**src/rtl/rigid_body_euler_step_assert.svh**
```systemverilog
// ----------------------------------------------------------------------------
// rigid body euler step assertion macros
// concurrent checks on clk with rst_n as disable
// ----------------------------------------------------------------------------
`ifndef RIGID_BODY_EULER_STEP_ASSERT_SVH
`define RIGID_BODY_EULER_STEP_ASSERT_SVH

// same-cycle implication
`define RBE_ASSERT_IMPL(label, pre, post, msg) \
    label: assert property (@(posedge clk) disable iff (!rst_n) (pre) |-> (post)) \
        else $error(msg);

// next-cycle implication
`define RBE_ASSERT_NEXT(label, pre, post, msg) \
    label: assert property (@(posedge clk) disable iff (!rst_n) (pre) |=> (post)) \
        else $error(msg);

`endif

```
**src/rtl/rbe_pkg.sv**
```systemverilog
// ----------------------------------------------------------------------------
// rbe_pkg
// types, register map, reset values and micro-op sequence of the euler step
// ----------------------------------------------------------------------------
`timescale 1ns / 1ps

package rbe_pkg;

    localparam int CFG_INDEX_W = 3;
    localparam int CFG_DATA_W  = 32;

    typedef enum logic [CFG_INDEX_W-1:0] {
        REG_INV_MASS    = 3'd0,
        REG_GRAVITY_Y   = 3'd1,
        REG_GRAVITY_EN  = 3'd2,
        REG_DAMPING     = 3'd3,
        REG_RADIUS      = 3'd4,
        REG_WORLD_SIZE  = 3'd5,
        REG_INV_INERTIA = 3'd6
    } reg_index_t;

    localparam logic [30:0]        INV_MASS_RST    = 31'd4369;
    localparam logic signed [31:0] GRAVITY_Y_RST   = -32'sd65536;
    localparam logic               GRAVITY_EN_RST  = 1'b1;
    localparam logic [16:0]        DAMPING_RST     = 17'd64881;
    localparam logic [28:0]        RADIUS_RST      = 29'd983040;
    localparam logic [28:0]        WORLD_SIZE_RST  = 29'd268435456;
    localparam logic [30:0]        INV_INERTIA_RST = 31'd3;

    typedef struct packed {
        logic [30:0]        inv_mass;
        logic signed [31:0] gravity_y;
        logic               gravity_enable;
        logic [16:0]        damping;
        logic [28:0]        radius;
        logic [28:0]        world_size;
        logic [30:0]        inv_inertia;
    } cfg_t;

    typedef struct packed {
        logic [23:0]        dt;
        logic signed [31:0] force_x;
        logic signed [31:0] force_y;
        logic signed [31:0] force_z;
        logic signed [31:0] torque_x;
        logic signed [31:0] torque_y;
        logic signed [31:0] torque_z;
    } motion_t;

    typedef struct packed {
        logic signed [31:0] pos_x;
        logic signed [31:0] pos_y;
        logic signed [31:0] pos_z;
        logic signed [31:0] rot_x;
        logic signed [31:0] rot_y;
        logic signed [31:0] rot_z;
    } pose_t;

    typedef enum logic [3:0] {
        OP_ACC_LIN,
        OP_ADD_VEL,
        OP_DAMP_VEL,
        OP_ADD_POS,
        OP_CLAMP,
        OP_ACC_ANG,
        OP_ADD_AVEL,
        OP_DAMP_AVEL,
        OP_ROT
    } op_t;

    localparam logic [1:0] AXIS_X    = 2'd0;
    localparam logic [1:0] AXIS_Y    = 2'd1;
    localparam logic [1:0] AXIS_Z    = 2'd2;
    localparam logic [1:0] AXIS_NONE = 2'd3;

    localparam logic SLOT_A = 1'b0;
    localparam logic SLOT_B = 1'b1;

    typedef struct packed {
        op_t        op;
        logic [1:0] axis;
        logic       slot;
    } micro_t;

    typedef struct packed {
        logic   capture;
        logic   issue;
        micro_t micro;
        logic   load_out;
    } ctrl_cmd_t;

    typedef enum logic [1:0] {
        ST_IDLE,
        ST_RUN,
        ST_DRAIN,
        ST_DONE
    } ctrl_state_t;

    localparam int SEQ_LEN = 26;
    localparam int STEP_W  = $clog2(SEQ_LEN);
    localparam logic [STEP_W-1:0] LAST_STEP = STEP_W'(SEQ_LEN - 1);

    // two independent chains interleaved so each op sees its predecessor's result
    function automatic micro_t seq_entry(input logic [STEP_W-1:0] step);
        micro_t m;
        case (step)
            5'd0:    m = '{OP_ACC_LIN,   AXIS_X, SLOT_A};
            5'd1:    m = '{OP_ACC_LIN,   AXIS_Z, SLOT_B};
            5'd2:    m = '{OP_ADD_VEL,   AXIS_X, SLOT_A};
            5'd3:    m = '{OP_ADD_VEL,   AXIS_Z, SLOT_B};
            5'd4:    m = '{OP_DAMP_VEL,  AXIS_X, SLOT_A};
            5'd5:    m = '{OP_DAMP_VEL,  AXIS_Z, SLOT_B};
            5'd6:    m = '{OP_ADD_POS,   AXIS_X, SLOT_A};
            5'd7:    m = '{OP_ADD_POS,   AXIS_Z, SLOT_B};
            5'd8:    m = '{OP_CLAMP,     AXIS_X, SLOT_A};
            5'd9:    m = '{OP_CLAMP,     AXIS_Z, SLOT_B};
            5'd10:   m = '{OP_ACC_LIN,   AXIS_Y, SLOT_A};
            5'd11:   m = '{OP_ACC_ANG,   AXIS_X, SLOT_B};
            5'd12:   m = '{OP_ADD_VEL,   AXIS_Y, SLOT_A};
            5'd13:   m = '{OP_ADD_AVEL,  AXIS_X, SLOT_B};
            5'd14:   m = '{OP_DAMP_VEL,  AXIS_Y, SLOT_A};
            5'd15:   m = '{OP_DAMP_AVEL, AXIS_X, SLOT_B};
            5'd16:   m = '{OP_ADD_POS,   AXIS_Y, SLOT_A};
            5'd17:   m = '{OP_ROT,       AXIS_X, SLOT_B};
            5'd18:   m = '{OP_ACC_ANG,   AXIS_Y, SLOT_A};
            5'd19:   m = '{OP_ACC_ANG,   AXIS_Z, SLOT_B};
            5'd20:   m = '{OP_ADD_AVEL,  AXIS_Y, SLOT_A};
            5'd21:   m = '{OP_ADD_AVEL,  AXIS_Z, SLOT_B};
            5'd22:   m = '{OP_DAMP_AVEL, AXIS_Y, SLOT_A};
            5'd23:   m = '{OP_DAMP_AVEL, AXIS_Z, SLOT_B};
            5'd24:   m = '{OP_ROT,       AXIS_Y, SLOT_A};
            5'd25:   m = '{OP_ROT,       AXIS_Z, SLOT_B};
            default: m = '{OP_CLAMP,     AXIS_NONE, SLOT_A};
        endcase
        return m;
    endfunction

endpackage

```
**src/rtl/rbe_cfg.sv**
```systemverilog
// ----------------------------------------------------------------------------
// rbe_cfg
// configuration register file, write only
// ----------------------------------------------------------------------------
`timescale 1ns / 1ps

module rbe_cfg (
    input  logic                           clk,
    input  logic                           rst_n,
    input  logic                           cfg_we,
    input  logic [rbe_pkg::CFG_INDEX_W-1:0] cfg_index,
    input  logic [rbe_pkg::CFG_DATA_W-1:0]  cfg_data,
    output rbe_pkg::cfg_t                  cfg
);

    rbe_pkg::cfg_t cfg_reg;
    rbe_pkg::cfg_t cfg_next;

    always_comb
    begin
        cfg_next = cfg_reg;
        if (cfg_we)
        begin
            case (cfg_index)
                rbe_pkg::REG_INV_MASS:    cfg_next.inv_mass       = cfg_data[30:0];
                rbe_pkg::REG_GRAVITY_Y:   cfg_next.gravity_y      = signed'(cfg_data);
                rbe_pkg::REG_GRAVITY_EN:  cfg_next.gravity_enable = cfg_data[0];
                rbe_pkg::REG_DAMPING:     cfg_next.damping        = cfg_data[16:0];
                rbe_pkg::REG_RADIUS:      cfg_next.radius         = cfg_data[28:0];
                rbe_pkg::REG_WORLD_SIZE:  cfg_next.world_size     = cfg_data[28:0];
                rbe_pkg::REG_INV_INERTIA: cfg_next.inv_inertia    = cfg_data[30:0];
                default:                  cfg_next = cfg_reg;
            endcase
        end
    end

    always_ff @(posedge clk or negedge rst_n)
    begin
        if (!rst_n)
        begin
            cfg_reg.inv_mass       <= rbe_pkg::INV_MASS_RST;
            cfg_reg.gravity_y      <= rbe_pkg::GRAVITY_Y_RST;
            cfg_reg.gravity_enable <= rbe_pkg::GRAVITY_EN_RST;
            cfg_reg.damping        <= rbe_pkg::DAMPING_RST;
            cfg_reg.radius         <= rbe_pkg::RADIUS_RST;
            cfg_reg.world_size     <= rbe_pkg::WORLD_SIZE_RST;
            cfg_reg.inv_inertia    <= rbe_pkg::INV_INERTIA_RST;
        end
        else
        begin
            cfg_reg <= cfg_next;
        end
    end

    assign cfg = cfg_reg;

endmodule

```
**config.mk**
```make
export PLATFORM = sky130hd
export DESIGN_NAME = rbe_cfg
export DESIGN_NICKNAME = d
export VERILOG_FILES = /design/src/rtl/rigid_body_euler_step_assert.svh /design/src/rtl/rbe_pkg.sv /design/src/rtl/rbe_cfg.sv
export SDC_FILE = /design/constraint.sdc
export NUM_CORES = 1
export LEC_CHECK = 0
export BUFFER_PORTS_ARGS = -buffer_cell sky130_fd_sc_hd__buf_2
export CORE_MARGIN = 1
export CORE_UTILIZATION = 40
export DETAILED_ROUTE_END_ITERATION = 16
export PLACE_DENSITY = 0.66
export SETUP_SLACK_MARGIN = 0.3
export SYNTH_ARGS = -nofsm -noshare
export SYNTH_HDL_FRONTEND = slang
export SYNTH_SLANG_ARGS = --single-unit
```
**constraint.sdc**
```tcl
create_clock -name clk -period 0.91 [get_ports clk]
set_input_delay 0.0455 -clock clk [delete_from_list [all_inputs] [get_ports clk]]
set_output_delay 0.0455 -clock clk [all_outputs]
set_load 0.01 [all_outputs]
```
==> run metrics, run 1 <==
fmax just under 900 MHz; Post-synth EDFFs 0; placed instance count 786; share of cells above drive strength 1 roughly 80%; crit start category register; Worst Path Required between 0.8 and 0.9 ns; most instantiated library cell after synthesis mux2_2; CP endpoint kind output pin; Leak 5.47 nW; Overflow after GRT 0; synthesized cell area around 6400 sq um; io pins around 210; Antenna diodes 0; register bit total from synthesis 170; fin cells 936; row cnt 45; global-route wire length before repair between 20000 and 30000 um; clk_lat worst skew approximately 0.43 ns; total number of vias 4622; largest area contributor in the netlist dfrtp_1; DRC 0; Final ANT Viol Nets 0; Routed wire per std cell around 22 um; Post-DP HPWL around 11000 um; Die W around 130 um; core area 15400 sq um; initial DRC count 157; CTS tree built; failing checks hold timing, setup timing; Nets 750; Yosys warning total 0; maximum vdd drop between 0.001 and 0.0015 V; Crit-path slowest cell dfstp_2; DR pass1 iterations 4; Hold WS -0.508 ns; CP top delay family flip-flops; H-Tree Depth 4; Slew HR 78.1%; top_reg_cell synth dfrtp_1; Port-buffer cells slightly above 200; sequential-to-total area share from yosys stat between 60% and 70%; final hold vios 311; RSZ-0062 raised after global routing yes; syn_nets 402; post-route minimum period about 1.1 ns; Tcrit/Tclk final 124%; final core utilization between 70% and 80%; Yosys cell types 13; area grow syn2layout 70.5%; CTS Root Cell clkbuf_16; Hold Crit Class input pin to asynchronous set/reset pin; Crit Path Max Fanout 2; # fillers 1008; status finished with violations; Initial Utilization 41.6%; post-synth top area share 51.0%; Max Cap Viol 0; vias in the first global route ~4600; critical path class register to output pin; DP Worst Slack -0.448 ns; max FFs per register 170; initial antenna violation count 0; WP data arrival about 1.1 ns; Die ar. around 17000 sq um; CP cell instances buf_6; largest net degree at the start of global routing 32; Async SR Flop Fraction 100%; chip height between 100 and 150 um; clk_skew 0 ns; DRT Wirelength 20400 um; PwrDens 2380 nW/um^2; TritonCTS Sinks 170; gr usage total a little under a quarter; CTS hold repair buffers 1; Power Total 26.1 mW; Final Setup Violations roughly 250; vias per inst roughly 5; Placer Congestion 0.723; Crit path buffers/inverters 1; max-slew violation count 0; Clock Pin Slew Worst Setup and Hold Paths 0.06 ns; Critical Path Max Stage Delay 0.55 ns; Area contributors post-synth dfrtp_1, mux2_2, dfstp_2; CTS buffer count 17; Least-Margin Pin Slew 0.329 ns; Final WS setup -0.220 ns; Mapped Cells 364; Syn Area/Cell between 15 and 20 sq um; commonest cells in the netlist mux2_2, dfrtp_1, dfstp_2, buf_2, buf_6; Max clock buf depth 2
per-layer routing:
metal / share of wire (%) / vias up / GRT usage, %
met5: 0 / - / 0
li1: - / 2000 / -
met1: 44 / 2446 / 31.7
met4: 0.98 / 0 / 6.64
met3: 5.3 / 17 / 6.24
met2: 50 / 159 / 38.5
cells by family after synthesis:
kind of cell,synth area share (%)
flip-flops,67.0
AND/OR/NAND/NOR,1.25
buffers and inverters,1.97
multiplexers,29.8
cell type report:
| cell class | instances | area, sq um | share of cell area [%] |
|---|---|---|---|
| clock buffers | 25 | 475 | 4.34 |
| clock inverters | 7 | 91.3 | 0.834 |
| multi-input cells | 177 | 2590 | 23.6 |
| flip-flops and latches | 170 | 4300 | 39.3 |
| well taps | 211 | 264 | 2.41 |
| repair buffers | 346 | 3230 | 29.5 |
repair_timing:
action,in CTS,in global routing
pin swaps,4,3
cloned,12,4
endpoints found under the setup margin,340,340
endpoints found under the hold margin,310,309
setup buffers,53,48
gates resized for setup,184,62
per-stage QoR:
step,hold slack [ns],cell area [sq um],setup TNS [ns]
detailed placement,-0.0504,8140,-54.56
CTS,-0.502,10200,-22.44
global route,-0.506,11000,-30.23
floorplan,-0.250,6730,-10.58
finish,-0.508,11000,-24.35
global placement,-0.0559,8140,-50.36
placed cells by master, fill, tap and decap left out, types with 2 or more instances in the layout:
master / synthesis / layout
buf_12: 0 / 17
buf_2: 7 / 129
clkinv_2: 0 / 3
nand4b_1: 2 / 2
buf_8: 0 / 2
dfstp_2: 39 / 39
clkbuf_8: 0 / 2
buf_4: 4 / 58
dfrtp_1: 131 / 131
clkbuf_1: 0 / 6
nor4bb_4: 0 / 2
buf_16: 0 / 10
mux2_2: 166 / 26
clkbuf_16: 0 / 20
mux2_4: 0 / 144
buf_6: 5 / 126
bufinv_16: 0 / 2
path summary, 6_finish.rpt:
path | slack, ns | start | cells past startpoint | end
min | -0.51 | rst_n | 1 | cfg[88]
min reg2reg | 0.51 | cfg[44] | 1 | cfg[44]
max | -0.22 | cfg[143] | 1 | cfg[143]
min in group clk | -0.09 | cfg_data[30] | 2 | cfg[30]
max reg2reg | -0.07 | cfg[48] | 3 | cfg[48]
max in group asynchronous | 0.81 | rst_n | 2 | cfg[135]
power breakdown:
group	switching (mW)	internal [mW]
Sequential	1.17	9.53
Clock	2.87	4.18
Combinational	2.94	5.40
(Power assumes the default switching activity.)
==> inputs of run 2 (changes only) <==
--- a/config.mk
+++ b/config.mk
@@ -14,3 +14,4 @@
 export SYNTH_ARGS = -nofsm -noshare
 export SYNTH_HDL_FRONTEND = slang
 export SYNTH_SLANG_ARGS = --single-unit
+export TNS_END_PERCENT = 50
==> run metrics, run 2 (synthesis results as in run 1) <==
CP endpoint kind output pin (unchanged); row cnt 45 (unchanged); initial DRC count 152 (was 157); area grow syn2layout 51.2% (was 70.5%); CP top delay family flip-flops (unchanged); final hold vios 312 (was 311); CTS Root Cell clkbuf_16 (unchanged); met2 Use GR 33.4% (was 38.5%); cell area after layout 9710 sq um (was 11000 sq um); Max clock buf depth 2 (unchanged); placed instance count 788 (was 786); CTS tree built (unchanged); CP cell instances buf_6 (unchanged); Least-Margin Pin Slew 0.452 ns (was 0.329 ns); Final WS setup -0.211 ns (was -0.220 ns); WP data arrival 1.08 ns (about the same); PwrDens 2560 nW/um^2 (was 2380 nW/um^2); Routed wire per std cell 18.3 um (was 21.8 um); Worst Path Required 0.86 ns (about the same); Tcrit/Tclk final 123% (was 124%); fmax 892 MHz (was 885 MHz); post-route minimum period 1.12 ns (was 1.13 ns); DRC 0 (unchanged); vias per inst 4.79 (was 4.94); crit start category register (unchanged); clk_lat worst skew 0.42 ns (was 0.43 ns); Setup TNS Final -17.25 ns (was -24.35 ns); gr usage total 20.1% (was 23.8%); register area 4300 sq um (unchanged); global-route wire length before repair 24800 um (was 28400 um); Clock Pin Slew Worst Setup and Hold Paths 0.07 ns (was 0.06 ns); vias in the first global route 4531 (was 4643); H-Tree Depth 4 (unchanged); DRT Wirelength 16000 um (was 20400 um); initial antenna violation count 0 (unchanged); Power Total 24.9 mW (was 26.1 mW); maximum vdd drop 0.00162 V (was 0.00138 V); # fillers 1163 (was 1008); met1 GRT Util 24.6% (was 31.7%); CTS buffer count 17 (unchanged); area occupied by multi-input gates 2240 sq um (was 2590 sq um); Final ANT Viol Nets 0 (unchanged); Crit-path slowest cell dfstp_2 (unchanged); Antenna diodes 0 (unchanged); max-slew violation count 0 (unchanged); commonest non-fill, non-tap cell in the layout dfrtp_1 (was mux2_4); Overflow after GRT 0 (unchanged); Die ar. 16600 sq um (unchanged); Hold WS -0.547 ns (was -0.508 ns); Post-DP HPWL 10400 um (was 10500 um); total number of vias 4179 (was 4622); Final Setup Violations 173 (was 254); Placer Congestion 0.734 (was 0.723); Hold Crit Class input pin to asynchronous set/reset pin (unchanged); Initial Utilization 41.6% (unchanged); Crit Path Max Fanout 2 (unchanged); Max Cap Viol 0 (unchanged); TritonCTS Sinks 170 (unchanged); io pins 208 (unchanged); Nets 686 (was 750); Slew HR 69.4% (was 78.1%); met3 usage 7.48% (was 6.24%); RSZ-0062 raised after global routing yes (unchanged); DP Worst Slack -0.446 ns (was -0.448 ns); status finished with violations (unchanged); clk_skew 0 ns (unchanged); chip height 129 um (unchanged); critical path class register to output pin (unchanged); final core utilization 63.0% (was 71.0%); max FFs per register 170 (unchanged); Die W 129 um (unchanged); placed instance area 8100 sq um (was 8140 sq um); core area 15400 sq um (unchanged); most frequent cells in the layout dfrtp_1, buf_2, mux2_2 (was mux2_4, dfrtp_1, buf_2); DR pass1 iterations 4 (unchanged); Top Usage Layer GRT met2 (unchanged); largest net degree at the start of global routing 34 (was 32); failing checks hold timing, setup timing (unchanged); Critical Path Max Stage Delay 0.55 ns (about the same); Crit path buffers/inverters 1 (unchanged); fin cells 872 (was 936); Port-buffer cells 207 (unchanged); Leak 4.64 nW (was 5.47 nW); share of cells above drive strength 1 78.5% (was 80.7%)
-- run 2: power breakdown --
part           switching, mW  internal [mW]
combinational           2.62           4.23
clock                   2.88           4.62
sequential              1.05           9.52
-- run 2: timing repair --
item,4_1_cts,5_1_grt
setup endpoints to repair,340,349
setup buffers,39,7
resized for setup,83,27
endpoints found under the hold margin,308,334
pin swaps,4,2
hold buffers,3,3
-- run 2: layout make-up --
class / count / area share [%]
timing repair buffer: 282 / 23.4
sequential: 170 / 44.3
multi-input combinational: 177 / 23.1
clock inverter: 9 / 1.42
tap: 211 / 2.72
clock buffer: 23 / 5.02
-- run 2: final timing paths --
check | start | endpoint | slack (ns) | cells past startpoint
worst max register to register | cfg[112] | cfg[112] | -0.01 | 2
max in group asynchronous | rst_n | cfg[38] | 0.12 | 4
min in group clk | cfg_data[30] | cfg[30] | -0.11 | 2
worst max-delay path | cfg[93] | cfg[93] | -0.21 | 1
worst min-delay path | rst_n | cfg[6] | -0.55 | 1
worst min register to register | cfg[24] | cfg[24] | 0.50 | 1
-- run 2: layer usage --
| layer | wire, um | share of wire [%] |
|---|---|---|
| met3 | 1050 | 6.6 |
| met5 | 0 | 0 |
| met4 | 174 | 1.1 |
| met1 | 6620 | 41 |
| met2 | 8110 | 51 |
