## src/rtl/rigid_body_euler_step_assert.svh

```systemverilog
// ----------------------------------------------------------------------------
// rigid body euler step assertion macros
// concurrent checks on clk with rst_n as disable
// ----------------------------------------------------------------------------
`ifndef RIGID_BODY_EULER_STEP_ASSERT_SVH
`define RIGID_BODY_EULER_STEP_ASSERT_SVH

// same-cycle implication
`define RBE_ASSERT_IMPL(label, pre, post, msg) \
    label: assert property (@(posedge clk) disable iff (!rst_n) (pre) |-> (post)) \
        else $error(msg);

// next-cycle implication
`define RBE_ASSERT_NEXT(label, pre, post, msg) \
    label: assert property (@(posedge clk) disable iff (!rst_n) (pre) |=> (post)) \
        else $error(msg);

`endif

```

## src/rtl/rbe_pkg.sv

```systemverilog
// ----------------------------------------------------------------------------
// rbe_pkg
// types, register map, reset values and micro-op sequence of the euler step
// ----------------------------------------------------------------------------
`timescale 1ns / 1ps

package rbe_pkg;

    localparam int CFG_INDEX_W = 3;
    localparam int CFG_DATA_W  = 32;

    typedef enum logic [CFG_INDEX_W-1:0] {
        REG_INV_MASS    = 3'd0,
        REG_GRAVITY_Y   = 3'd1,
        REG_GRAVITY_EN  = 3'd2,
        REG_DAMPING     = 3'd3,
        REG_RADIUS      = 3'd4,
        REG_WORLD_SIZE  = 3'd5,
        REG_INV_INERTIA = 3'd6
    } reg_index_t;

    localparam logic [30:0]        INV_MASS_RST    = 31'd4369;
    localparam logic signed [31:0] GRAVITY_Y_RST   = -32'sd65536;
    localparam logic               GRAVITY_EN_RST  = 1'b1;
    localparam logic [16:0]        DAMPING_RST     = 17'd64881;
    localparam logic [28:0]        RADIUS_RST      = 29'd983040;
    localparam logic [28:0]        WORLD_SIZE_RST  = 29'd268435456;
    localparam logic [30:0]        INV_INERTIA_RST = 31'd3;

    typedef struct packed {
        logic [30:0]        inv_mass;
        logic signed [31:0] gravity_y;
        logic               gravity_enable;
        logic [16:0]        damping;
        logic [28:0]        radius;
        logic [28:0]        world_size;
        logic [30:0]        inv_inertia;
    } cfg_t;

    typedef struct packed {
        logic [23:0]        dt;
        logic signed [31:0] force_x;
        logic signed [31:0] force_y;
        logic signed [31:0] force_z;
        logic signed [31:0] torque_x;
        logic signed [31:0] torque_y;
        logic signed [31:0] torque_z;
    } motion_t;

    typedef struct packed {
        logic signed [31:0] pos_x;
        logic signed [31:0] pos_y;
        logic signed [31:0] pos_z;
        logic signed [31:0] rot_x;
        logic signed [31:0] rot_y;
        logic signed [31:0] rot_z;
    } pose_t;

    typedef enum logic [3:0] {
        OP_ACC_LIN,
        OP_ADD_VEL,
        OP_DAMP_VEL,
        OP_ADD_POS,
        OP_CLAMP,
        OP_ACC_ANG,
        OP_ADD_AVEL,
        OP_DAMP_AVEL,
        OP_ROT
    } op_t;

    localparam logic [1:0] AXIS_X    = 2'd0;
    localparam logic [1:0] AXIS_Y    = 2'd1;
    localparam logic [1:0] AXIS_Z    = 2'd2;
    localparam logic [1:0] AXIS_NONE = 2'd3;

    localparam logic SLOT_A = 1'b0;
    localparam logic SLOT_B = 1'b1;

    typedef struct packed {
        op_t        op;
        logic [1:0] axis;
        logic       slot;
    } micro_t;

    typedef struct packed {
        logic   capture;
        logic   issue;
        micro_t micro;
        logic   load_out;
    } ctrl_cmd_t;

    typedef enum logic [1:0] {
        ST_IDLE,
        ST_RUN,
        ST_DRAIN,
        ST_DONE
    } ctrl_state_t;

    localparam int SEQ_LEN = 26;
    localparam int STEP_W  = $clog2(SEQ_LEN);
    localparam logic [STEP_W-1:0] LAST_STEP = STEP_W'(SEQ_LEN - 1);

    // two independent chains interleaved so each op sees its predecessor's result
    function automatic micro_t seq_entry(input logic [STEP_W-1:0] step);
        micro_t m;
        case (step)
            5'd0:    m = '{OP_ACC_LIN,   AXIS_X, SLOT_A};
            5'd1:    m = '{OP_ACC_LIN,   AXIS_Z, SLOT_B};
            5'd2:    m = '{OP_ADD_VEL,   AXIS_X, SLOT_A};
            5'd3:    m = '{OP_ADD_VEL,   AXIS_Z, SLOT_B};
            5'd4:    m = '{OP_DAMP_VEL,  AXIS_X, SLOT_A};
            5'd5:    m = '{OP_DAMP_VEL,  AXIS_Z, SLOT_B};
            5'd6:    m = '{OP_ADD_POS,   AXIS_X, SLOT_A};
            5'd7:    m = '{OP_ADD_POS,   AXIS_Z, SLOT_B};
            5'd8:    m = '{OP_CLAMP,     AXIS_X, SLOT_A};
            5'd9:    m = '{OP_CLAMP,     AXIS_Z, SLOT_B};
            5'd10:   m = '{OP_ACC_LIN,   AXIS_Y, SLOT_A};
            5'd11:   m = '{OP_ACC_ANG,   AXIS_X, SLOT_B};
            5'd12:   m = '{OP_ADD_VEL,   AXIS_Y, SLOT_A};
            5'd13:   m = '{OP_ADD_AVEL,  AXIS_X, SLOT_B};
            5'd14:   m = '{OP_DAMP_VEL,  AXIS_Y, SLOT_A};
            5'd15:   m = '{OP_DAMP_AVEL, AXIS_X, SLOT_B};
            5'd16:   m = '{OP_ADD_POS,   AXIS_Y, SLOT_A};
            5'd17:   m = '{OP_ROT,       AXIS_X, SLOT_B};
            5'd18:   m = '{OP_ACC_ANG,   AXIS_Y, SLOT_A};
            5'd19:   m = '{OP_ACC_ANG,   AXIS_Z, SLOT_B};
            5'd20:   m = '{OP_ADD_AVEL,  AXIS_Y, SLOT_A};
            5'd21:   m = '{OP_ADD_AVEL,  AXIS_Z, SLOT_B};
            5'd22:   m = '{OP_DAMP_AVEL, AXIS_Y, SLOT_A};
            5'd23:   m = '{OP_DAMP_AVEL, AXIS_Z, SLOT_B};
            5'd24:   m = '{OP_ROT,       AXIS_Y, SLOT_A};
            5'd25:   m = '{OP_ROT,       AXIS_Z, SLOT_B};
            default: m = '{OP_CLAMP,     AXIS_NONE, SLOT_A};
        endcase
        return m;
    endfunction

endpackage

```

## src/rtl/rbe_ctrl.sv

```systemverilog
// ----------------------------------------------------------------------------
// rbe_ctrl
// sequencer: accepts a word, steps the micro-op list, loads the result
// ----------------------------------------------------------------------------
`timescale 1ns / 1ps
`include "rigid_body_euler_step_assert.svh"

module rbe_ctrl (
    input  logic                clk,
    input  logic                rst_n,
    input  logic                motion_valid,
    output logic                motion_ready,
    output logic                pose_valid,
    input  logic                pose_ready,
    output rbe_pkg::ctrl_cmd_t  cmd
);

    rbe_pkg::ctrl_state_t            state_reg;
    rbe_pkg::ctrl_state_t            state_next;
    logic [rbe_pkg::STEP_W-1:0]      step_reg;
    logic [rbe_pkg::STEP_W-1:0]      step_next;
    logic                            pose_valid_reg;
    logic                            pose_valid_next;
    logic                            run_first;
    logic                            run_last;

    always_comb
    begin
        state_next      = state_reg;
        step_next       = step_reg;
        pose_valid_next = pose_valid_reg;
        cmd             = '0;
        motion_ready    = (state_reg == rbe_pkg::ST_IDLE);
        cmd.capture     = motion_valid && motion_ready;
        if (pose_valid_reg && pose_ready)
        begin
            pose_valid_next = 1'b0;
        end
        case (state_reg)
            rbe_pkg::ST_IDLE:
            begin
                if (cmd.capture)
                begin
                    state_next = rbe_pkg::ST_RUN;
                    step_next  = '0;
                end
            end
            rbe_pkg::ST_RUN:
            begin
                cmd.issue = 1'b1;
                cmd.micro = rbe_pkg::seq_entry(step_reg);
                if (step_reg == rbe_pkg::LAST_STEP)
                begin
                    state_next = rbe_pkg::ST_DRAIN;
                end
                else
                begin
                    step_next = step_reg + 1'b1;
                end
            end
            rbe_pkg::ST_DRAIN:
            begin
                state_next = rbe_pkg::ST_DONE;
            end
            rbe_pkg::ST_DONE:
            begin
                if (!pose_valid_reg || pose_ready)
                begin
                    cmd.load_out    = 1'b1;
                    pose_valid_next = 1'b1;
                    state_next      = rbe_pkg::ST_IDLE;
                end
            end
            default:
            begin
                state_next = rbe_pkg::ST_IDLE;
            end
        endcase
    end

    always_ff @(posedge clk or negedge rst_n)
    begin
        if (!rst_n)
        begin
            state_reg      <= rbe_pkg::ST_IDLE;
            step_reg       <= '0;
            pose_valid_reg <= 1'b0;
        end
        else
        begin
            state_reg      <= state_next;
            step_reg       <= step_next;
            pose_valid_reg <= pose_valid_next;
        end
    end

    assign pose_valid = pose_valid_reg;

    assign run_first = (state_reg == rbe_pkg::ST_RUN) && (step_reg == '0);
    assign run_last  = (state_reg == rbe_pkg::ST_RUN) && (step_reg == rbe_pkg::LAST_STEP);

    `RBE_ASSERT_NEXT(a_start_run, cmd.capture, run_first, "sequence not started at step zero")
    `RBE_ASSERT_IMPL(a_issue_range, cmd.issue, step_reg <= rbe_pkg::LAST_STEP, "issue past end")
    `RBE_ASSERT_NEXT(a_drain, run_last, state_reg == rbe_pkg::ST_DRAIN, "missing drain")
    `RBE_ASSERT_IMPL(a_load_free, cmd.load_out, !pose_valid_reg || pose_ready, "pose overwritten")

endmodule

```

## config.mk

```make
export PLATFORM = sky130hd
export DESIGN_NAME = rbe_ctrl
export DESIGN_NICKNAME = d
export VERILOG_FILES = /design/src/rtl/rbe_pkg.sv /design/src/rtl/rbe_ctrl.sv
export VERILOG_INCLUDE_DIRS = /design/src /design/src/rtl
export SDC_FILE = /design/constraint.sdc
export NUM_CORES = 1
export LEC_CHECK = 0
export BUFFER_PORTS_ARGS = -buffer_cell sky130_fd_sc_hd__buf_2
export CAP_MARGIN = 30
export CORE_MARGIN = 2
export CORE_UTILIZATION = 48
export DETAILED_ROUTE_END_ITERATION = 8
export HOLD_SLACK_MARGIN = 0.05
export PLACE_DENSITY = 0.77
export SYNTH_ARGS = -nofsm -noshare
export SYNTH_HDL_FRONTEND = slang
export SYNTH_SLANG_ARGS = --single-unit
```

## constraint.sdc

```tcl
create_clock -name clk -period 1.8 [get_ports clk]
set_input_delay 0.45 -clock clk [delete_from_list [all_inputs] [get_ports clk]]
set_output_delay 0.45 -clock clk [all_outputs]
set_load 0.005 [all_outputs]
```

==> summary.txt, run 1 <==
Run status
  • Status: finished, violations left
  • Violated checks: setup timing

Timing
  • FMAX: 0.489 GHz
  • Period utilization: 114%
  • Pin slew with the least headroom to its limit: 0.401 ns
  • Hold Vio Cnt, Final: 0
  • RSZ-0062 raised after global routing: yes
  • Max-slew violations: 0
  • Final setup margin: -0.245 ns
  • Worst Skew: 0.0127 ns
  • Period minus WS final: 2.04 ns
  • WHS: 0.478 ns
  • Slew HR: 73.3%
  • Setup-failing EPs final: 6

Routing
  • 1st-iter DRT viols: 34
  • DR vias: 882
  • Initial DRT Pass Iterations: 4
  • Wire per inst: 17.8 um
  • Routed vias/inst: 5.80
  • Post-route ant nets: 0
  • Final WL: 2700 um
  • # DRC: 0

Finish
  • Synthesis-to-layout area growth: 56.3%
  • Antenna cell count: 0
  • Max FFs per register: 5
  • Finished Core Util: 81.8%
  • Layout Cells excl Fill: 152
  • FF/Latch Area: 205 um^2
  • Fillers: 94
  • Layout cell share with drive strength beyond 1: 51.5%
  • Multi-input gate area: 688 um^2
  • Number of nets in the layout: 152

GRT
  • Grt total ovfl: 0
  • First-pass GRT wire length: 4270 um
  • Antenna violations before repair: 0
  • GRT Overall Usage: 30.0%
  • Largest net degree at the start of global routing: 14
  • Vias in the first global route: 933

Pwr
  • Internal power: 1050 uW
  • Worst IR Drop VDD: 0.992 mV
  • Switching power share of the total: 43.8%
  • PwrDens: 1480 nW/um^2
  • Switching power: 819 uW
  • Sequential power share: 17.3%
  • Comb power frac: 73.6%
  • Power share of the clock group: 9.1%
  • Pwr Total: 1870 uW
  • Leak Pwr: 0.000587 uW

Place
  • Final GP Congestion: 0.867
  • Port Buf Inserts: 15
  • Placed insts: 134
  • Post-place setup slack: -0.0193 ns
  • DP Wirelength: 1450 um

Logic synthesis
  • Yosys reg bits: 8
  • Post-Synth Simple-Gate Area: 21.9%
  • Most common library cells after synthesis: 11 x ha_1, 8 x dfrtp_1, 8 x nand2_1, 7 x inv_1, 6 x nand2b_1
  • Synth area leaders: dfrtp_1 25%, ha_1 17%, mux2i_1 5.0%
  • Post-synth top area cell: dfrtp_1
  • Yosys cell types: 34
  • Post-synthesis xor/xnor area fraction: 0%
  • Yosys warning count: 0
  • Post-synthesis mux area share: 7.75%
  • Most frequent cell after synthesis: ha_1
  • Largest family of logic cells by synthesized area: compound AO/OA/AOI/OAI gates
  • Cells after synthesis: 95
  • Post-Syn Area: 807 um^2
  • Post-Synth Adder-Cell Area: 17.1%
  • Synth Flop Type: dfrtp_1
  • Yosys top cell area share: 24.8%
  • Syn Area/Cell: 8.49 um^2
  • Seq/Total Area, Yosys: 24.8%
  • Post-synthesis compound-gate area fraction: 22.3%
  • EDFF count, synth: 0
  • Synth Net Count: 110
  • Asr flop ratio synth: 100%

Setup path
  • Reg2Reg Depth: 6
  • Worst Setup Path Type: flip-flop to primary output
  • Reg2reg end: state_reg[1]
  • R2R Setup Slk: 0.04 ns
  • Kind of start point of the critical path: flip-flop
  • Worst setup EP type: primary output
  • Reg-to-reg startpoint: step_reg[1]
  • Critical Path RT: 1.35 ns
  • CP arrival: 1.59 ns
  • Crit-path max FO: 3

CTS
  • Clock Sink Count: 8
  • CTS tree: yes
  • CTS Buf Count: 3
  • Worst-Skew Late Latency: 0.28 ns
  • Clock root cell: clkbuf_4
  • # H-tree levels: 1
  • Reg clk slew, reported paths: 0.07 ns
  • CTS Buffer Depth: 2

Floorplanning
  • Row count: 14
  • Die X: 45.0 um
  • Placeable core area: 1540 um^2
  • Initial Util: 52.4%
  • Ports: 16
  • Die area: 2030 um^2
  • Die H: 45.0 um

Hold path
  • Hold Crit Depth: 3
  • Min-delay src: pose_ready
  • Worst Hold End: pose_valid
  • Hold Crit Class: primary input to flip-flop

Run
  • Max_cap viols: 0
[metal layers]
metal	global-route usage [%]	vias up	routed length, um
met2	51.1	34	1370
met3	13.2	5	138
met1	30.2	421	1150
met4	17.1	0	46
li1	-	422	-
met5	0	-	0
[stage by stage]
step / area [um^2] / TNS, ns
global route: 1260 / -1.31
finish: 1260 / -0.760
detailed placement: 981 / -0.0193
floorplan: 810 / -0.00538
CTS: 1230 / -0.820
global placement: 981 / 0
[critical path, cell delays in order, from the launching register on]
cell	delay, ns
dfrtp_2	0.42
inv_2	0.10
ha_4	0.21
nand2b_4	0.14
a211oi_2	0.21
o31a_1	0.14
buf_2	0.10
[repair_timing]
| item | 4_1_cts | 5_1_grt |
|---|---|---|
| endpoints found under the setup margin | 8 | 10 |
| endpoints found under the hold margin | 8 | 0 |
| pin swaps | 11 | 6 |
| setup buffers | 12 | 2 |
| resized for setup | 30 | 7 |
| hold buffers | 1 | 0 |
[cells in the final DEF, fill, tap and decap left out, types with 2 or more instances in the layout]
master,synthesis,final
a211oi_2,0,2
a21boi_1,0,2
a21oi_1,2,2
and2_1,3,3
buf_2,1,15
buf_4,0,23
buf_6,0,3
clkbuf_4,0,3
dfrtp_1,8,4
dfrtp_2,0,4
ha_1,11,4
ha_4,0,7
inv_1,7,2
inv_2,0,5
mux2i_1,4,4
nand2_1,8,8
nand2b_1,6,4
nand2b_4,0,2
nand3_1,5,4
nor2_1,2,2
nor2b_1,4,4
nor3_1,2,2
o21ai_0,4,2
o21ai_2,0,2
o22ai_1,4,4
[power groups by stage]
stage | Sequential, uW | Combinational [uW] | Clock [uW]
after floorplan | 314 | 553 | 0
after detailed placement | 313 | 928 | 0
after global routing | 332 | 1470 | 181
after CTS | 310 | 1240 | 156
final | 324 | 1380 | 170
after global placement | 308 | 886 | 0
[worst max-delay path by stage]
stage | start | endpoint | slack, ns | depth (start not counted)
after global placement | step_reg[0] | state_reg[1] | 0.04 | 5
after detailed placement | step_reg[1] | cmd[4] | -0.02 | 6
after global routing | step_reg[2] | cmd[4] | -0.30 | 4
final | step_reg[0] | cmd[4] | -0.24 | 6
after CTS | step_reg[0] | cmd[4] | -0.20 | 6
after floorplan | state_reg[1] | cmd[2] | -0.005 | 6
[final cells by class]
class | count | share of cell area [%]
Multi-Input combinational cell | 74 | 54.6
Tap cell | 16 | 1.59
Inverter | 8 | 2.38
Clock buffer | 4 | 2.08
Timing Repair Buffer | 42 | 23.1
Sequential cell | 8 | 16.3
[logic make-up (layout without fill, tap and decap cells)]
family	after synthesis	in the layout
AO/OA/AOI/OAI	25	25
flip-flops	8	8
buffers and inverters	13	54
adder cells (fa/ha/maj)	11	11
AND/OR/NAND/NOR	32	32
multiplexers	6	6
Note: power is estimated with default switching activity, not from simulation.
==> run 2: changes to the inputs <==
--- a/config.mk
+++ b/config.mk
@@ -9,10 +9,11 @@
 export BUFFER_PORTS_ARGS = -buffer_cell sky130_fd_sc_hd__buf_2
 export CAP_MARGIN = 30
 export CORE_MARGIN = 2
-export CORE_UTILIZATION = 48
+export CORE_UTILIZATION = 50
 export DETAILED_ROUTE_END_ITERATION = 8
 export HOLD_SLACK_MARGIN = 0.05
-export PLACE_DENSITY = 0.77
+export PLACE_DENSITY = 0.76
+export SLEW_MARGIN = 20
 export SYNTH_ARGS = -nofsm -noshare
 export SYNTH_HDL_FRONTEND = slang
 export SYNTH_SLANG_ARGS = --single-unit
==> constraint.sdc (replaced) <==
create_clock -name clk -period 2.5 [get_ports clk]
set_input_delay 0.625 -clock clk [delete_from_list [all_inputs] [get_ports clk]]
set_output_delay 0.625 -clock clk [all_outputs]
set_load 0.005 [all_outputs]
==> summary.txt, run 2 (synthesis gave the netlist of run 1 again) <==
Place
  • Placed Area: 905 um^2
  • Final GP Congestion: 0.854
  • DP Wirelength: 1270 um
  • Port Buf Inserts: 15

CTS
  • CTS hold repair buffers: 0
  • CTS tree: yes
  • Worst-Skew Late Latency: 0.25 ns
  • Post CTS Setup Buffer Count: 0
  • Clock Sink Count: 8
  • Clock root cell: clkbuf_4
  • # H-tree levels: 1
  • Post-CTS sizing: 0
  • CTS Buffer Depth: 2
  • CTS Buf Count: 3
  • Reg clk slew, reported paths: 0.05 ns

GRT
  • Grt total ovfl: 0
  • First-pass GRT wire length: 2860 um
  • Antenna violations before repair: 0
  • Largest net degree at the start of global routing: 17
  • GRT Overall Usage: 20.3%
  • Vias in the first global route: 656

Timing
  • Slew HR: 68.1%
  • Pin slew with the least headroom to its limit: 0.478 ns
  • Period minus WS final: 2.41 ns
  • FMAX: 0.415 GHz
  • RSZ-0062 raised after global routing: no
  • Worst Skew: 0.00128 ns
  • TNS Setup: 0 ns
  • WHS: 0.203 ns
  • Period utilization: 96.4%
  • Setup-failing EPs final: 0
  • Hold Vio Cnt, Final: 0
  • Max-slew violations: 0

Floorplanning
  • Initial Util: 53.6%
  • Die H: 44.2 um
  • Die area: 1950 um^2
  • Placeable core area: 1510 um^2
  • Ports: 16
  • Row count: 14
  • Die X: 44.2 um

Run
  • Max_cap viols: 0

Routing
  • Final WL: 1610 um
  • # DRC: 0
  • Initial DRT Pass Iterations: 4
  • Post-route ant nets: 0
  • DR vias: 714
  • Wire per inst: 12.6 um
  • Routed vias/inst: 5.62
  • 1st-iter DRT viols: 15

Setup path
  • Crit-path max FO: 7
  • Critical Path RT: 1.88 ns
  • CP arrival: 1.78 ns
  • Worst Setup Path Type: flip-flop to primary output
  • Worst setup EP type: primary output
  • Kind of start point of the critical path: flip-flop

Finish
  • Commonest non-fill, non-tap cells in the layout: 15 x buf_2, 11 x ha_1, 8 x nand2_1, 8 x dfrtp_1, 7 x inv_1
  • Fillers: 141
  • Commonest non-fill, non-tap cell in the layout: buf_2
  • Max FFs per register: 5
  • Layout cell share with drive strength beyond 1: 20.7%
  • Number of nets in the layout: 128
  • Post-route cell area: 927 um^2
  • Synthesis-to-layout area growth: 14.9%
  • Antenna cell count: 0

Hold path
  • Hold Crit Class: primary input to async pin

Run status
  • Status: finished, final reports clean

Pwr
  • PwrDens: 943 nW/um^2
  • Leak Pwr: 0.000463 uW
  • Worst IR Drop VDD: 0.681 mV
  • Pwr Total: 875 uW
-- run 2: path summary, 6_finish.rpt --
path                        startpoint            to  slack, ns  cells past startpoint
setup / recovery           step_reg[1]        cmd[4]       0.09                      6
hold / removal                   rst_n   step_reg[2]       0.20                      1
setup reg to reg           step_reg[1]  state_reg[1]       0.49                      5
hold reg to reg             pose_valid    pose_valid       0.52                      2
max in group asynchronous        rst_n  state_reg[0]       2.13                      1
min in group clk            pose_valid    pose_valid       0.52                      2
-- run 2: critical path, cell delays in order (launching register included) --
cell and delay, ns:
dfrtp_1 0.43, inv_1 0.21, ha_1 0.28, nand2b_1 0.15, a211oi_1 0.22, o31a_1 0.14
buf_2 0.10
-- run 2: layout make-up --
cell class                 instances  area, um^2  area share [%]
tap                               16        20.0            2.16
multi-input combinational         74         557            60.1
timing repair buffer              18        97.6            10.5
sequential                         8         200            21.6
inverter                           8        30.0            3.24
clock buffer                       3        22.5            2.43
-- run 2: routing by layer --
| metal | vias up | global-route usage [%] | wire, um |
|---|---|---|---|
| met1 | 326 | 25.7 | 770 |
| met2 | 9 | 31.8 | 753 |
| met5 | - | 0 | 0 |
| met3 | 5 | 7.35 | 53 |
| li1 | 374 | - | - |
| met4 | 0 | 7.27 | 28 |
-- run 2: power breakdown --
group | switching, uW | internal [uW]
Combinational | 286 | 254
Sequential | 63.0 | 176
Clock | 41.1 | 54.7
-- run 2: through the flow --
stage	worst slack, ns	instances	util (%)
4_1_cts	0.0791	127	61.5
2_1_floorplan	0.421	95	-
6_report	0.0901	127	61.5
5_1_grt	0.00106	127	61.5
3_3_place_gp	0.441	124	60.0
3_5_place_dp	0.362	124	60.0
==> run 3: changes to the inputs <==
--- a/config.mk
+++ b/config.mk
@@ -8,11 +8,12 @@
 export LEC_CHECK = 0
 export BUFFER_PORTS_ARGS = -buffer_cell sky130_fd_sc_hd__buf_2
 export CAP_MARGIN = 30
-export CORE_MARGIN = 2
-export CORE_UTILIZATION = 50
+export CELL_PAD_IN_SITES_DETAIL_PLACEMENT = 0
+export CELL_PAD_IN_SITES_GLOBAL_PLACEMENT = 1
+export CORE_UTILIZATION = 42
 export DETAILED_ROUTE_END_ITERATION = 8
 export HOLD_SLACK_MARGIN = 0.05
-export PLACE_DENSITY = 0.76
+export PLACE_DENSITY = 0.84
 export SLEW_MARGIN = 20
 export SYNTH_ARGS = -nofsm -noshare
 export SYNTH_HDL_FRONTEND = slang
==> summary.txt, run 3 (synthesis gave the netlist of run 1 again) <==
Finish
  • Number of nets in the layout: 127
  • Finished Core Util: 52.8%
  • Antenna cell count: 0
  • Commonest non-fill, non-tap cell in the layout: buf_2
  • Fillers: 193
  • Synthesis-to-layout area growth: 15.3%
  • Max FFs per register: 5
  • Layout cell share with drive strength beyond 1: 20.9%
  • Commonest non-fill, non-tap cells in the layout: 15 x buf_2, 11 x ha_1, 8 x nand2_1, 8 x dfrtp_1

Timing
  • Worst Skew: 0.00100 ns
  • Pin slew with the least headroom to its limit: 0.516 ns
  • Max-slew violations: 0
  • TNS Setup: 0 ns
  • Period utilization: 92.4%
  • Period minus WS final: 2.31 ns
  • WHS: 0.209 ns
  • RSZ-0062 raised after global routing: no
  • Hold Vio Cnt, Final: 0
  • FMAX: 0.433 GHz
  • Setup-failing EPs final: 0
  • Slew HR: 65.6%

Setup path
  • Critical Path RT: 1.88 ns
  • Worst Setup Path Type: flip-flop to primary output
  • Kind of start point of the critical path: flip-flop
  • Slowest stage delay, CP: 0.44 ns
  • Crit-path max FO: 7
  • Crit-path cells: inv_2 -> ha_1 -> nand2b_1 -> a211oi_1 -> o31a_1 -> buf_2
  • CP arrival: 1.68 ns
  • Top delay family on crit path: flip-flops
  • CP bufs+invs: 2
  • Worst setup EP type: primary output
  • Crit path max-delay cell type: dfrtp_1

CTS
  • CTS Buf Count: 3
  • CTS tree: yes
  • # H-tree levels: 1
  • Post CTS Setup Buffer Count: 0
  • Worst-Skew Late Latency: 0.25 ns
  • CTS Buffer Depth: 2
  • Clock Sink Count: 8
  • Clock root cell: clkbuf_4
  • Reg clk slew, reported paths: 0.05 ns

Place
  • Final GP Congestion: 0.861
  • DP Wirelength: 1310 um
  • Port Buf Inserts: 15

Floorplanning
  • Placeable core area: 1760 um^2
  • Die area: 2100 um^2
  • Die X: 45.8 um
  • Ports: 16
  • Initial Util: 45.7%
  • Row count: 15
  • Die H: 45.8 um

Hold path
  • Hold Crit Class: primary input to async pin

GRT
  • Met3 usage: 5.95%
  • GR Layer Usage met2: 30.6%
  • Grt total ovfl: 0
  • Met1 Usage GRT: 24.5%
  • First-pass GRT wire length: 2820 um
  • Vias in the first global route: 628
  • Top Usage Layer GRT: met2
  • Largest net degree at the start of global routing: 17
  • GRT Overall Usage: 18.8%
  • Antenna violations before repair: 0

Routing
  • Wire per inst: 12.5 um
  • 1st-iter DRT viols: 15
  • Initial DRT Pass Iterations: 4
  • # DRC: 0
  • Final WL: 1690 um
  • Routed vias/inst: 5.29
  • Post-route ant nets: 0
  • DR vias: 714

Pwr
  • Leak Pwr: 0.000458 uW
  • Worst IR Drop VDD: 0.477 mV
  • PwrDens: 935 nW/um^2

Run status
  • Status: finished, final reports clean

Run
  • Max_cap viols: 0
-- run 3: changes by cell type in the layout (fill, tap and decap cells not counted) --
cell   previous run  this run
buf_4             3         2
inv_1             7         6
inv_2             0         1
-- run 3: report_power, final --
part	switching [uW]	leakage (uW)	internal, uW
Clock	41.9	0.0000138	54.8
Sequential	69.5	0.000105	176
Combinational	283	0.000339	246
-- run 3: area by class of cell --
class / count / area [um^2] / area share [%]
multi-input cells: 74 / 557 / 59.8
clock buffers: 3 / 22.5 / 2.42
inverters: 8 / 30.0 / 3.23
flip-flops and latches: 8 / 200 / 21.5
well taps: 25 / 31.3 / 3.36
repair buffers: 17 / 90.1 / 9.68
-- run 3: through the flow --
step | std cells | power, uW | setup slack [ns] | instance area (um^2)
6_report | 135 | 871 | 0.191 | 931
5_1_grt | 135 | 962 | 0.0398 | 931
4_1_cts | 135 | 880 | 0.111 | 931
3_5_place_dp | 132 | 776 | 0.391 | 908
3_3_place_gp | 132 | 763 | 0.442 | 908
2_1_floorplan | 95 | 621 | 0.421 | 807
-- run 3: timing repair --
action | CTS | global route
setup endpoints to repair | 0 | 1
gates resized for setup | 0 | 1
hold buffers | 0 | 0
-- run 3: path summary, 6_finish.rpt --
check	from	endpoint	slack [ns]	cells after the start
max	step_reg[1]	cmd[4]	0.19	6
min	rst_n	step_reg[3]	0.21	1
max reg2reg	step_reg[0]	state_reg[1]	0.51	5
min reg2reg	pose_valid	pose_valid	0.54	2
max in group asynchronous	rst_n	pose_valid	2.12	1
min in group clk	pose_valid	pose_valid	0.54	2
-- run 3: routing by layer --
metal,part of all wire (%),up-vias
met1,50,330
li1,-,371
met4,0,0
met3,3.1,0
met5,0,-
met2,46,13
